### config.mk
export PLATFORM = sky130hd
export DESIGN_NAME = fractional_n_synth_word_calc
export DESIGN_NICKNAME = d
export VERILOG_FILES = /design/src/fnsw_pkg.sv /design/src/fnsw_cfg.sv /design/src/fnsw_front.sv /design/src/fnsw_div.sv /design/src/fractional_n_synth_word_calc.sv
export SDC_FILE = /design/constraint.sdc
export NUM_CORES = 2
export LEC_CHECK = 0
export ABC_CLOCK_PERIOD_IN_PS = 10020
export BUFFER_PORTS_ARGS = -buffer_cell sky130_fd_sc_hd__buf_2
export CORE_MARGIN = 2
export CORE_UTILIZATION = 38
export DETAILED_ROUTE_END_ITERATION = 8
export PLACE_DENSITY_LB_ADDON = 0.3
export SYNTH_ARGS = -nofsm -noshare
export SYNTH_HDL_FRONTEND = slang
export SYNTH_SLANG_ARGS = --single-unit
export TNS_END_PERCENT = 10
### constraint.sdc
create_clock -name clk -period 10.02 [get_ports clk]
set_input_delay 1.002 -clock clk [delete_from_list [all_inputs] [get_ports clk]]
set_output_delay 1.002 -clock clk [all_outputs]
set_load 0.02 [all_outputs]
### src/fnsw_pkg.sv
// Shared constants, tables, types and decode functions for the synthesizer word calculator.
package fnsw_pkg;

    localparam int FRACTION_BITS = 18;

    localparam int FREQ_W      = 22;
    localparam int VCO_W       = 23;
    localparam int LADDER_W    = 23;
    localparam int REFCLK_W    = 27;
    localparam int RDIV_W      = 8;
    localparam int GAIN_W      = 5;
    localparam int GAIN_CODE_W = 4;
    localparam int CUTOFF_W    = 5;
    localparam int PCODE_W     = 2;
    localparam int PUMP_W      = 3;
    localparam int INT_W       = 9;
    localparam int CMP_W       = 18;
    localparam int DEN_W       = 18;
    localparam int CFG_INDEX_W = 2;
    localparam int CFG_DATA_W  = REFCLK_W;

    localparam int QUO_W      = INT_W + FRACTION_BITS;
    localparam int DIV_STAGES = VCO_W + FRACTION_BITS;

    localparam int KHZ_SCALE        = 1000;
    localparam int RESET_REFCLK_VAL = 30000000;
    localparam int RESET_RDIV_VAL   = 2;
    localparam int RESET_GAIN_VAL   = 12;
    localparam int RESET_CMP_VAL    = RESET_REFCLK_VAL / (KHZ_SCALE * RESET_RDIV_VAL);

    localparam logic [REFCLK_W-1:0] RESET_REFCLK = REFCLK_W'(RESET_REFCLK_VAL);
    localparam logic [RDIV_W-1:0]   RESET_RDIV   = RDIV_W'(RESET_RDIV_VAL);
    localparam logic [GAIN_W-1:0]   RESET_GAIN   = GAIN_W'(RESET_GAIN_VAL);
    localparam logic [CMP_W-1:0]    RESET_CMP    = CMP_W'(RESET_CMP_VAL);

    // Register indexes on the configuration port.
    localparam logic [CFG_INDEX_W-1:0] REG_REFCLK = 2'd0;
    localparam logic [CFG_INDEX_W-1:0] REG_RDIV   = 2'd1;
    localparam logic [CFG_INDEX_W-1:0] REG_GAIN   = 2'd2;

    localparam logic [FREQ_W-1:0] FREQ_MIN = 22'd250000;
    localparam logic [FREQ_W-1:0] FREQ_MAX = 22'd2150000;
    localparam logic [FREQ_W-1:0] BAND_P2  = 22'd1191000;
    localparam logic [FREQ_W-1:0] BAND_P4  = 22'd596000;
    localparam logic [FREQ_W-1:0] BAND_P8  = 22'd299000;

    localparam logic [PCODE_W-1:0] PCODE_DIV2  = 2'd0;
    localparam logic [PCODE_W-1:0] PCODE_DIV4  = 2'd1;
    localparam logic [PCODE_W-1:0] PCODE_DIV8  = 2'd2;
    localparam logic [PCODE_W-1:0] PCODE_DIV16 = 2'd3;

    localparam int CUTOFF_STEPS = 32;
    localparam int PUMP_STEPS   = 7;

    localparam logic [LADDER_W-1:0] CUTOFF_LADDER [CUTOFF_STEPS] = '{
        23'd6796000, 23'd5828000, 23'd4778000, 23'd4118000,
        23'd3513000, 23'd3136000, 23'd2794000, 23'd2562000,
        23'd2331000, 23'd2169000, 23'd2006000, 23'd1890000,
        23'd1771000, 23'd1680000, 23'd1586000, 23'd1514000,
        23'd1433000, 23'd1374000, 23'd1310000, 23'd1262000,
        23'd1208000, 23'd1167000, 23'd1122000, 23'd1087000,
        23'd1049000, 23'd1018000, 23'd983000,  23'd956000,
        23'd926000,  23'd902000,  23'd875000,  23'd854000
    };

    localparam logic [VCO_W-1:0] PUMP_LIMIT [PUMP_STEPS] = '{
        23'd2380000, 23'd2473000, 23'd2701000, 23'd3022000,
        23'd3388000, 23'd3846000, 23'd4395000
    };

    localparam logic [PUMP_W-1:0] PUMP_CODE [PUMP_STEPS] = '{
        3'd0, 3'd1, 3'd2, 3'd3, 3'd5, 3'd6, 3'd7
    };

    typedef struct packed {
        logic [CUTOFF_W-1:0] cutoff;
        logic [PCODE_W-1:0]  pcode;
        logic [PUMP_W-1:0]   pump;
    } side_t;

    typedef struct packed {
        logic [CMP_W-1:0] value;
        logic             zero;
    } cmp_t;

    // The ladder descends, so the last threshold above f gives the code.
    function automatic logic [CUTOFF_W-1:0] pick_cutoff(input logic [FREQ_W-1:0] f);
        logic [CUTOFF_W-1:0] code;
        code = '0;
        for (int i = 1; i < CUTOFF_STEPS; i++) begin
            if ({1'b0, f} < CUTOFF_LADDER[i]) begin
                code = CUTOFF_W'(i);
            end
        end
        return code;
    endfunction

    function automatic logic [PUMP_W-1:0] pick_pump(input logic [VCO_W-1:0] vco);
        logic [PUMP_W-1:0] code;
        code = '0;
        for (int i = 0; i < PUMP_STEPS; i++) begin
            if (vco >= PUMP_LIMIT[i]) begin
                code = PUMP_CODE[i];
            end
        end
        return code;
    endfunction

endpackage

### src/fnsw_cfg.sv
// Configuration registers and the iterative divider that forms the comparison frequency.
module fnsw_cfg (
    input  logic                                 clk,
    input  logic                                 rst_n,
    input  logic                                 cfg_valid,
    output logic                                 cfg_ready,
    input  logic [fnsw_pkg::CFG_INDEX_W-1:0]     cfg_index,
    input  logic [fnsw_pkg::CFG_DATA_W-1:0]      cfg_data,
    output logic                                 busy,
    output fnsw_pkg::cmp_t                       cmp,
    output logic [fnsw_pkg::GAIN_W-1:0]          gain
);

    localparam int COUNT_W = $clog2(fnsw_pkg::REFCLK_W);
    localparam logic [COUNT_W-1:0] COUNT_LAST = COUNT_W'(fnsw_pkg::REFCLK_W - 1);

    typedef enum logic [1:0] {
        ST_IDLE,
        ST_LOAD,
        ST_RUN
    } state_t;

    state_t                            state_reg;
    logic [fnsw_pkg::REFCLK_W-1:0]     refclk_reg;
    logic [fnsw_pkg::RDIV_W-1:0]       rdiv_reg;
    logic [fnsw_pkg::GAIN_W-1:0]       gain_reg;
    fnsw_pkg::cmp_t                    cmp_reg;
    logic [fnsw_pkg::DEN_W-1:0]        den_reg;
    logic [fnsw_pkg::DEN_W-1:0]        rem_reg;
    logic [fnsw_pkg::REFCLK_W-1:0]     quo_reg;
    logic [COUNT_W-1:0]                count_reg;

    logic [fnsw_pkg::RDIV_W-1:0]       rdiv_eff;
    logic [fnsw_pkg::DEN_W:0]          trial;
    logic                              ge;
    logic [fnsw_pkg::DEN_W-1:0]        rem_next;
    logic [fnsw_pkg::REFCLK_W-1:0]     quo_next;

    // A divider of zero acts as one. The two truncating divisions fold into
    // one division by 1000 * R.
    assign rdiv_eff = (rdiv_reg == '0) ? fnsw_pkg::RDIV_W'(1) : rdiv_reg;

    always_comb
    begin
        trial    = {rem_reg, quo_reg[fnsw_pkg::REFCLK_W-1]};
        ge       = (trial >= {1'b0, den_reg});
        rem_next = ge ? fnsw_pkg::DEN_W'(trial - {1'b0, den_reg})
                      : trial[fnsw_pkg::DEN_W-1:0];
        quo_next = {quo_reg[fnsw_pkg::REFCLK_W-2:0], ge};
    end

    always_ff @(posedge clk or negedge rst_n)
    begin
        if (!rst_n)
        begin
            state_reg  <= ST_IDLE;
            refclk_reg <= fnsw_pkg::RESET_REFCLK;
            rdiv_reg   <= fnsw_pkg::RESET_RDIV;
            gain_reg   <= fnsw_pkg::RESET_GAIN;
            cmp_reg    <= '{value: fnsw_pkg::RESET_CMP, zero: 1'b0};
            den_reg    <= '0;
            rem_reg    <= '0;
            quo_reg    <= '0;
            count_reg  <= '0;
        end
        else
        begin
            case (state_reg)
                ST_IDLE:
                begin
                    if (cfg_valid)
                    begin
                        case (cfg_index)
                            fnsw_pkg::REG_REFCLK: refclk_reg <= cfg_data;
                            fnsw_pkg::REG_RDIV:   rdiv_reg <= cfg_data[fnsw_pkg::RDIV_W-1:0];
                            fnsw_pkg::REG_GAIN:   gain_reg <= cfg_data[fnsw_pkg::GAIN_W-1:0];
                            default: ;
                        endcase
                        state_reg <= ST_LOAD;
                    end
                end
                ST_LOAD:
                begin
                    den_reg   <= fnsw_pkg::DEN_W'(fnsw_pkg::KHZ_SCALE)
                                 * fnsw_pkg::DEN_W'(rdiv_eff);
                    rem_reg   <= '0;
                    quo_reg   <= refclk_reg;
                    count_reg <= '0;
                    state_reg <= ST_RUN;
                end
                ST_RUN:
                begin
                    rem_reg <= rem_next;
                    quo_reg <= quo_next;
                    if (count_reg == COUNT_LAST)
                    begin
                        cmp_reg.value <= quo_next[fnsw_pkg::CMP_W-1:0];
                        cmp_reg.zero  <= (quo_next[fnsw_pkg::CMP_W-1:0] == '0);
                        state_reg     <= ST_IDLE;
                    end
                    else
                    begin
                        count_reg <= count_reg + COUNT_W'(1);
                    end
                end
                default:
                begin
                    state_reg <= ST_IDLE;
                end
            endcase
        end
    end

    assign cfg_ready = (state_reg == ST_IDLE);
    assign busy      = (state_reg != ST_IDLE);
    assign cmp       = cmp_reg;
    assign gain      = gain_reg;

endmodule

### src/fnsw_front.sv
// Front pipeline: clamp, band and cutoff decode, VCO frequency and charge-pump code.
module fnsw_front (
    input  logic                            clk,
    input  logic                            rst_n,
    input  logic                            in_valid,
    output logic                            in_ready,
    input  logic [fnsw_pkg::FREQ_W-1:0]     freq,
    output logic                            out_valid,
    input  logic                            out_ready,
    output logic [fnsw_pkg::VCO_W-1:0]      vco,
    output fnsw_pkg::side_t                 side
);

    logic                           s1_valid_reg;
    logic [fnsw_pkg::FREQ_W-1:0]    s1_freq_reg;
    logic                           s2_valid_reg;
    logic [fnsw_pkg::VCO_W-1:0]     s2_vco_reg;
    logic [fnsw_pkg::CUTOFF_W-1:0]  s2_cutoff_reg;
    logic [fnsw_pkg::PCODE_W-1:0]   s2_pcode_reg;
    logic                           s3_valid_reg;
    logic [fnsw_pkg::VCO_W-1:0]     s3_vco_reg;
    fnsw_pkg::side_t                s3_side_reg;

    logic                           s1_ready;
    logic                           s2_ready;
    logic                           s3_ready;
    logic [fnsw_pkg::FREQ_W-1:0]    s1_freq_next;
    logic [fnsw_pkg::PCODE_W-1:0]   s2_pcode_next;
    logic [fnsw_pkg::VCO_W-1:0]     s2_vco_next;

    // Each stage takes a new request when it is empty or its contents move on.
    assign s3_ready = !s3_valid_reg || out_ready;
    assign s2_ready = !s2_valid_reg || s3_ready;
    assign s1_ready = !s1_valid_reg || s2_ready;
    assign in_ready = s1_ready;

    always_comb
    begin
        if (freq < fnsw_pkg::FREQ_MIN)
        begin
            s1_freq_next = fnsw_pkg::FREQ_MIN;
        end
        else if (freq > fnsw_pkg::FREQ_MAX)
        begin
            s1_freq_next = fnsw_pkg::FREQ_MAX;
        end
        else
        begin
            s1_freq_next = freq;
        end
    end

    always_comb
    begin
        if (s1_freq_reg >= fnsw_pkg::BAND_P2)
        begin
            s2_pcode_next = fnsw_pkg::PCODE_DIV2;
            s2_vco_next   = {s1_freq_reg, 1'b0};
        end
        else if (s1_freq_reg >= fnsw_pkg::BAND_P4)
        begin
            s2_pcode_next = fnsw_pkg::PCODE_DIV4;
            s2_vco_next   = fnsw_pkg::VCO_W'({s1_freq_reg, 2'b0});
        end
        else if (s1_freq_reg >= fnsw_pkg::BAND_P8)
        begin
            s2_pcode_next = fnsw_pkg::PCODE_DIV8;
            s2_vco_next   = fnsw_pkg::VCO_W'({s1_freq_reg, 3'b0});
        end
        else
        begin
            s2_pcode_next = fnsw_pkg::PCODE_DIV16;
            s2_vco_next   = fnsw_pkg::VCO_W'({s1_freq_reg, 4'b0});
        end
    end

    always_ff @(posedge clk or negedge rst_n)
    begin
        if (!rst_n)
        begin
            s1_valid_reg <= 1'b0;
            s2_valid_reg <= 1'b0;
            s3_valid_reg <= 1'b0;
        end
        else
        begin
            if (s1_ready)
            begin
                s1_valid_reg <= in_valid;
            end
            if (s2_ready)
            begin
                s2_valid_reg <= s1_valid_reg;
            end
            if (s3_ready)
            begin
                s3_valid_reg <= s2_valid_reg;
            end
        end
    end

    always_ff @(posedge clk)
    begin
        if (s1_ready && in_valid)
        begin
            s1_freq_reg <= s1_freq_next;
        end
        if (s2_ready && s1_valid_reg)
        begin
            s2_vco_reg    <= s2_vco_next;
            s2_pcode_reg  <= s2_pcode_next;
            s2_cutoff_reg <= fnsw_pkg::pick_cutoff(s1_freq_reg);
        end
        if (s3_ready && s2_valid_reg)
        begin
            s3_vco_reg         <= s2_vco_reg;
            s3_side_reg.cutoff <= s2_cutoff_reg;
            s3_side_reg.pcode  <= s2_pcode_reg;
            s3_side_reg.pump   <= fnsw_pkg::pick_pump(s2_vco_reg);
        end
    end

    assign out_valid = s3_valid_reg;
    assign vco       = s3_vco_reg;
    assign side      = s3_side_reg;

endmodule

### src/fnsw_div.sv
// Pipelined restoring divider: one quotient bit of (vco << FRACTION_BITS) / cmp per stage.
module fnsw_div (
    input  logic                             clk,
    input  logic                             rst_n,
    input  logic                             in_valid,
    output logic                             in_ready,
    input  logic [fnsw_pkg::VCO_W-1:0]       vco,
    input  fnsw_pkg::side_t                  side_in,
    input  logic [fnsw_pkg::CMP_W-1:0]       cmp,
    output logic                             out_valid,
    input  logic                             out_ready,
    output logic [fnsw_pkg::QUO_W-1:0]       quotient,
    output fnsw_pkg::side_t                  side_out
);

    localparam int NS = fnsw_pkg::DIV_STAGES;

    logic                           valid_reg [NS];
    logic [fnsw_pkg::CMP_W-1:0]     rem_reg   [NS];
    logic [fnsw_pkg::VCO_W-1:0]     vco_reg   [NS];
    logic [fnsw_pkg::QUO_W-1:0]     quo_reg   [NS];
    fnsw_pkg::side_t                side_reg  [NS];
    logic                           rdy       [NS+1];

    assign rdy[NS] = out_ready;

    for (genvar k = 0; k < NS; k++)
    begin : g_stage
        logic                           prev_valid;
        logic [fnsw_pkg::CMP_W-1:0]     prev_rem;
        logic [fnsw_pkg::VCO_W-1:0]     prev_vco;
        logic [fnsw_pkg::QUO_W-1:0]     prev_quo;
        fnsw_pkg::side_t                prev_side;
        logic                           dbit;
        logic [fnsw_pkg::CMP_W:0]       trial;
        logic                           ge;
        logic [fnsw_pkg::CMP_W-1:0]     rem_next;
        logic [fnsw_pkg::QUO_W-1:0]     quo_next;

        if (k == 0)
        begin : g_first
            assign prev_valid = in_valid;
            assign prev_rem   = '0;
            assign prev_vco   = vco;
            assign prev_quo   = '0;
            assign prev_side  = side_in;
        end
        else
        begin : g_next
            assign prev_valid = valid_reg[k-1];
            assign prev_rem   = rem_reg[k-1];
            assign prev_vco   = vco_reg[k-1];
            assign prev_quo   = quo_reg[k-1];
            assign prev_side  = side_reg[k-1];
        end

        // The dividend is the VCO word followed by FRACTION_BITS zeros.
        if (k < fnsw_pkg::VCO_W)
        begin : g_vco_bit
            assign dbit = prev_vco[fnsw_pkg::VCO_W-1-k];
        end
        else
        begin : g_zero_bit
            assign dbit = 1'b0;
        end

        assign trial    = {prev_rem, dbit};
        assign ge       = (trial >= {1'b0, cmp});
        assign rem_next = ge ? fnsw_pkg::CMP_W'(trial - {1'b0, cmp})
                             : trial[fnsw_pkg::CMP_W-1:0];
        // Only the low INT_W + FRACTION_BITS quotient bits are kept.
        assign quo_next = {prev_quo[fnsw_pkg::QUO_W-2:0], ge};

        assign rdy[k] = !valid_reg[k] || rdy[k+1];

        always_ff @(posedge clk or negedge rst_n)
        begin
            if (!rst_n)
            begin
                valid_reg[k] <= 1'b0;
            end
            else if (rdy[k])
            begin
                valid_reg[k] <= prev_valid;
            end
        end

        always_ff @(posedge clk)
        begin
            if (rdy[k] && prev_valid)
            begin
                rem_reg[k]  <= rem_next;
                vco_reg[k]  <= prev_vco;
                quo_reg[k]  <= quo_next;
                side_reg[k] <= prev_side;
            end
        end
    end

    assign in_ready  = rdy[0];
    assign out_valid = valid_reg[NS-1];
    assign quotient  = quo_reg[NS-1];
    assign side_out  = side_reg[NS-1];

endmodule

### src/fractional_n_synth_word_calc.sv
// Top level of the fractional-N synthesizer word calculator.
//
//  Channel   Signals                                   Direction  Handshake
//  input     in_valid, in_stall, frequency_khz         in         valid / stall
//  output    out_valid, out_stall, cutoff_code,        out        valid / stall
//            post_divider_code, charge_pump_code,
//            integer_divider, fraction_word, gain_code
//  config    cfg_valid, cfg_ready, cfg_index, cfg_data in         valid / ready
//
// One request is accepted per cycle while in_stall is low; a request passes through
// three front stages, one divider stage per quotient bit
// (23 + FRACTION_BITS), and the output register.
// A configuration write starts a bit-serial division for the comparison
// frequency; in_stall and the not-ready config port hold until it completes.
// Reset is asynchronous and restores the register defaults; no clearing pass.
// A stalled output only holds back stages that are full, so bubbles close up.
module fractional_n_synth_word_calc (
    input  logic                                     clk,
    input  logic                                     rst_n,
    input  logic                                     in_valid,
    output logic                                     in_stall,
    input  logic [fnsw_pkg::FREQ_W-1:0]              frequency_khz,
    output logic                                     out_valid,
    input  logic                                     out_stall,
    output logic [fnsw_pkg::CUTOFF_W-1:0]            cutoff_code,
    output logic [fnsw_pkg::PCODE_W-1:0]             post_divider_code,
    output logic [fnsw_pkg::PUMP_W-1:0]              charge_pump_code,
    output logic [fnsw_pkg::INT_W-1:0]               integer_divider,
    output logic [fnsw_pkg::FRACTION_BITS-1:0]       fraction_word,
    output logic [fnsw_pkg::GAIN_CODE_W-1:0]         gain_code,
    input  logic                                     cfg_valid,
    output logic                                     cfg_ready,
    input  logic [fnsw_pkg::CFG_INDEX_W-1:0]         cfg_index,
    input  logic [fnsw_pkg::CFG_DATA_W-1:0]          cfg_data
);

    logic                              busy;
    fnsw_pkg::cmp_t                    cmp;
    logic [fnsw_pkg::GAIN_W-1:0]       gain;

    logic                              front_in_ready;
    logic                              front_valid;
    logic                              front_ready;
    logic [fnsw_pkg::VCO_W-1:0]        front_vco;
    fnsw_pkg::side_t                   front_side;

    logic                              div_valid;
    logic                              div_ready;
    logic [fnsw_pkg::QUO_W-1:0]        div_quotient;
    fnsw_pkg::side_t                   div_side;

    logic                              out_valid_reg;
    logic [fnsw_pkg::CUTOFF_W-1:0]     cutoff_reg;
    logic [fnsw_pkg::PCODE_W-1:0]      pcode_reg;
    logic [fnsw_pkg::PUMP_W-1:0]       pump_reg;
    logic [fnsw_pkg::INT_W-1:0]        int_reg;
    logic [fnsw_pkg::FRACTION_BITS-1:0] frac_reg;
    logic [fnsw_pkg::GAIN_CODE_W-1:0]  gain_code_reg;

    fnsw_cfg u_cfg (
        .clk       (clk),
        .rst_n     (rst_n),
        .cfg_valid (cfg_valid),
        .cfg_ready (cfg_ready),
        .cfg_index (cfg_index),
        .cfg_data  (cfg_data),
        .busy      (busy),
        .cmp       (cmp),
        .gain      (gain)
    );

    // Requests wait while the comparison frequency is being recomputed.
    fnsw_front u_front (
        .clk       (clk),
        .rst_n     (rst_n),
        .in_valid  (in_valid && !busy),
        .in_ready  (front_in_ready),
        .freq      (frequency_khz),
        .out_valid (front_valid),
        .out_ready (front_ready),
        .vco       (front_vco),
        .side      (front_side)
    );

    assign in_stall = busy || !front_in_ready;

    fnsw_div u_div (
        .clk       (clk),
        .rst_n     (rst_n),
        .in_valid  (front_valid),
        .in_ready  (front_ready),
        .vco       (front_vco),
        .side_in   (front_side),
        .cmp       (cmp.value),
        .out_valid (div_valid),
        .out_ready (div_ready),
        .quotient  (div_quotient),
        .side_out  (div_side)
    );

    assign div_ready = !out_valid_reg || !out_stall;

    always_ff @(posedge clk or negedge rst_n)
    begin
        if (!rst_n)
        begin
            out_valid_reg <= 1'b0;
        end
        else if (div_ready)
        begin
            out_valid_reg <= div_valid;
        end
    end

    // A zero comparison frequency forces both divider words to zero.
    always_ff @(posedge clk)
    begin
        if (div_ready && div_valid)
        begin
            cutoff_reg    <= div_side.cutoff;
            pcode_reg     <= div_side.pcode;
            pump_reg      <= div_side.pump;
            int_reg       <= cmp.zero ? '0
                             : div_quotient[fnsw_pkg::QUO_W-1:fnsw_pkg::FRACTION_BITS];
            frac_reg      <= cmp.zero ? '0
                             : div_quotient[fnsw_pkg::FRACTION_BITS-1:0];
            gain_code_reg <= gain[fnsw_pkg::GAIN_W-1:1];
        end
    end

    assign out_valid         = out_valid_reg;
    assign cutoff_code       = cutoff_reg;
    assign post_divider_code = pcode_reg;
    assign charge_pump_code  = pump_reg;
    assign integer_divider   = int_reg;
    assign fraction_word     = frac_reg;
    assign gain_code         = gain_code_reg;

endmodule

==> flow_results.org <==
** Placement
- Gpl congestion :: 0.8998
- Post-DP HPWL :: 190,200 um
- Port buffering added 99 buffers.

** Timing
- In the finished design, the share of the clock period the worst path needs comes to 53.68%.
- Clock skew on the completed layout was measured at approximately 0.084 ns.
- Post-route minimum period :: between 5 and 6 ns
- For the pin with the worst max-slew slack, the measured transition is 1.200 ns.
- After routing, the total negative slack on setup checks comes to 0 ns.
- Setup repair after global routing left no endpoint under its margin.
- Final setup viols :: 0
- The final number of hold-violating endpoints was 0.
- The max-slew violation count was 0.
- FMAX :: 185.9 MHz
- Relative slew slack :: 19.15%

** Yosys
- In this run the cell area of the synthesized design comes to 111,600 sq um.
- Most frequently used flop master after synthesis :: sky130_fd_sc_hd__edfxtp_1
- The cell count after synthesis came out at roughly 9,000.
- Fraction of synthesis flops using an asynchronous set or reset pin :: under 10%
- Flops & latches, synth :: 2,033
- Mean instance size in the synthesized netlist :: 12.23 sq um
- When the netlist entered floorplanning its net count stood at between 10,000 and 15,000.
- Synth unique cells :: 99
- For this run, the register share of the synthesized area comes to 53.95%.
- The Yosys step of the flow raised 0 warnings.
- Number of synthesized flops with an enable pin :: ~1,900

** GRT
- Number of antenna violations at the first check in global routing :: 12
- After global routing the overflow that remains totals 0.
- Number of global-route vias before repair :: about 73,000
- Entering global routing, the biggest net connects 93 pins.
- First-pass GRT wire length :: 419,500 um
- For this run, the total global-route usage over all layers was measured as about 18%.

** Pwr
- In this run switching power makes up 36.63% of total power.
- The analysis attributes to net switching a power of approximately 15 mW.
- Leakage power total :: ~44 nW
- Per report_power, the sequential group accounts for 36.2% of the total.
- Internal portion of total power :: 26.57 mW
- Largest vdd supply drop :: 0.3987 mV
- Of the total power, the clock network draws just under 20%.
- The share of total power dissipated in combinational logic is 44.0%.
- Power per cell area :: 337.3 nW/um^2
- Total power draw :: between 40 and 50 mW

** Critical path
- Critical path type :: reg -> out
- Critical path peak fanout :: 7
- In this run the critical register-to-register path is launched from u_cfg.rdiv_reg[2]$_DFFE_PN0P_.
- Crit path capture type :: primary output
- Data arrival at the endpoint of the critical path :: around 4.4 ns
- Largest delay contributor family on the critical path :: simple AND/OR/NAND/NOR gates
- The worst register-to-register path has a depth of 18.
- Crit path top cell by count :: sky130_fd_sc_hd__nand2_1
- Cell with the largest stage delay on the worst path :: sky130_fd_sc_hd__or4_1
- For this run, the slowest stage of the critical path takes 0.58 ns.
- Minimum setup slack among reg-to-reg paths :: ~5 ns
- Walking the worst path, the cells encountered are nand4_2 -> nor4_4 -> and4_1 -> nand4_1 -> or4_1 -> nor4_2 -> nand2_1 -> nand2_1 -> buf_2.
- R2R Path End :: u_cfg.den_reg[17]$_DFFE_PN0P_
- Required time of the critical path :: 9.02 ns
- Together, buffers and inverters on the worst path number 1.
- Kind of start point of the critical path :: register

** CTS
- Number of buffers created by CTS :: 220
- Clock-pin slew was measured on the worst setup and hold paths at 0.06 ns.
- Hold buffer count at CTS :: 0
- Root Buffer :: sky130_fd_sc_hd__clkbuf_16
- Number of post-CTS setup repair buffers :: 0
- Clock sink count :: approximately 2,000
- TritonCTS clock tree :: built
- The H-tree was split into 4 levels.
- In this run the deepest clock path goes through 4 buffers.
- Number of cells upsized or downsized after cts :: 0
- Clock insertion delay at the later pin of the skew report :: 0.90 ns

** Die
- Total die area :: 298,100 sq um
- For this configuration, the core starts out at a cell density of approximately two fifths.
- Placement row count :: a little under 200
- For this design the top-level I/O count stands at 100.
- The region available for standard cell placement spans 291,600 sq um.
- DIE HEIGHT :: roughly 550 um
- Width of the die :: about 550 um

** Final layout
- In the layout the commonest cells are sky130_fd_sc_hd__edfxtp_1 (1,863), sky130_fd_sc_hd__ha_1 (778), sky130_fd_sc_hd__a21oi_1 (616), sky130_fd_sc_hd__mux2_2 (609), sky130_fd_sc_hd__nor2_1 (561).
- Total of fill cells in the finished design :: 26,623
- Number of flip-flops under the largest register name :: 720
- The area growth from synthesis to layout is 11.38%.
- Share of final-layout standard cells stronger than drive strength 1 :: 14.44%
- Number of nets in the layout :: 10,232
- The library cell used most frequently in the layout, excluding fill and tap cells, is sky130_fd_sc_hd__edfxtp_1.

** Detailed routing
- Count of vias placed by the detailed router :: ~74,000
- In the final routed layout, each cell accounts on average for 20.21 um.
- The first detailed-routing pass took 6 iterations.
- Number of nets with antenna violations after detailed routing :: 0
- Number of vias per cell :: 5.511
- The final layout contains routed wiring with a total length of 271,100 um.
- Detailed Route Iter0 Violations :: 5,491
- For this run, design rule violations remaining after detail routing come to 0.

** Run status
- Result of the run :: completed

** Job
- Across the run, the number of max-cap violations was 0.

** Hold path
- The tightest min-delay check is of the in -> async type.
## synth_stat cells, types with 75 or more instances
| cell | n | share of area (%) |
|---|---|---|
| sky130_fd_sc_hd__mux2_2 | 609 | 6.1 |
| sky130_fd_sc_hd__dfrtp_1 | 150 | 3.4 |
| sky130_fd_sc_hd__ha_1 | 780 | 8.7 |
| sky130_fd_sc_hd__nor2_1 | 567 | 1.9 |
| sky130_fd_sc_hd__nor3_1 | 248 | 1.1 |
| sky130_fd_sc_hd__xor2_1 | 79 | 0.62 |
| sky130_fd_sc_hd__nand2_1 | 497 | 1.7 |
| sky130_fd_sc_hd__a21o_1 | 147 | 0.99 |
| sky130_fd_sc_hd__o211ai_1 | 104 | 0.70 |
| sky130_fd_sc_hd__nor4_1 | 75 | 0.42 |
| sky130_fd_sc_hd__o21ai_0 | 292 | 1.3 |
| sky130_fd_sc_hd__or2_2 | 82 | 0.46 |
| sky130_fd_sc_hd__o21a_1 | 220 | 1.5 |
| sky130_fd_sc_hd__inv_1 | 367 | 1.2 |
| sky130_fd_sc_hd__nor2b_1 | 191 | 1.1 |
| sky130_fd_sc_hd__edfxtp_1 | 1863 | 50 |
| sky130_fd_sc_hd__a21oi_1 | 619 | 2.8 |
| sky130_fd_sc_hd__nand4_1 | 159 | 0.89 |
| sky130_fd_sc_hd__xnor2_1 | 307 | 2.4 |
| sky130_fd_sc_hd__clkbuf_1 | 126 | 0.42 |
| sky130_fd_sc_hd__mux2i_1 | 137 | 1.2 |
| sky130_fd_sc_hd__nand3_1 | 251 | 1.1 |
| sky130_fd_sc_hd__or3_1 | 121 | 0.68 |
## final cells by class
type                    count  area, sq um  area share [%]
well taps                3900         4880           3.925
repair buffers            171         1045          0.8403
multi-input cells        6542        49410           39.74
clock buffers             265         5776           4.645
inverters                 368         1403           1.128
clock inverters           133         1588           1.277
flip-flops and latches   2033        60230           48.44
diodes                      1        2.502        0.002013
## kinds of logic (layout without fill, tap and decap cells)
| group | count (synthesis) | after routing | synth area share, % |
|---|---|---|---|
| buffers and inverters | 555 | 937 | 2.048 |
| AO/OA/AOI/OAI | 2048 | 2048 | 12.11 |
| XOR/XNOR | 386 | 386 | 3.029 |
| other | 0 | 1 | 0 |
| multiplexers | 763 | 763 | 7.543 |
| AND/OR/NAND/NOR | 2505 | 2505 | 11.50 |
| flip-flops | 2033 | 2033 | 53.95 |
| adder cells (fa/ha/maj) | 840 | 840 | 9.819 |
## power by group through the flow
stage	Sequential [mW]	Clock [mW]	Combinational [mW]
3_5_place_dp	15.3	0	18.2
2_1_floorplan	14.5	0	14.6
3_3_place_gp	15.3	0	17.9
4_1_cts	15.2	8.53	18.4
6_report	15.2	8.31	18.4
5_1_grt	15.4	8.84	20.6
## worst register-to-register path: cells and delay by family (launching register included)
kind                     cells  cell delay, ns
AO/OA/AOI/OAI                4            0.79
XOR/XNOR                     1            0.15
adder cells (fa/ha/maj)      6            2.50
buffers and inverters        3            0.21
flip-flops                   1            0.47
multiplexers                 1            0.26
AND/OR/NAND/NOR              3            0.67
## per-layer routing
| metal | up-vias | track usage (%) | share of wire, % |
|---|---|---|---|
| li1 | 35470 | - | - |
| met5 | - | 0 | 0 |
| met1 | 36094 | 22.40 | 43 |
| met4 | 0 | 6.055 | 3.4 |
| met3 | 520 | 2.089 | 4.4 |
| met2 | 1835 | 30.92 | 49 |
## worst max-delay path by stage
stage	start	end	slack, ns	depth (start not counted)
floorplan	u_cfg.cmp[2]$_DFFE_PN0P_	u_div.rem_reg[0][45]$_DFFE_PP_	4.13	11
global placement	u_cfg.rdiv_reg[2]$_DFFE_PN0P_	u_cfg.den_reg[17]$_DFFE_PN0P_	4.75	18
detailed placement	u_cfg.rdiv_reg[2]$_DFFE_PN0P_	u_cfg.den_reg[16]$_DFFE_PN0P_	4.89	19
CTS	out_valid$_DFFE_PN0P_	in_stall	4.59	9
global route	out_valid$_DFFE_PN0P_	in_stall	4.24	9
finish	out_valid$_DFFE_PN0P_	in_stall	4.64	9
## stage by stage
stage | util (%) | instance area (sq um) | worst slack, ns | hold WS [ns] | cells
5_1_grt | 42.64 | 124300 | 4.240 | 0.2191 | 13413
4_1_cts | 42.64 | 124300 | 4.594 | 0.1637 | 13412
3_5_place_dp | 40.11 | 117000 | 4.885 | 0.4045 | 13014
6_report | 42.64 | 124300 | 4.641 | 0.1850 | 13413
2_1_floorplan | - | 111600 | 4.125 | 0.4003 | 9130
3_3_place_gp | 40.11 | 117000 | 4.747 | 0.4003 | 13014
(Power assumes the default switching activity.)
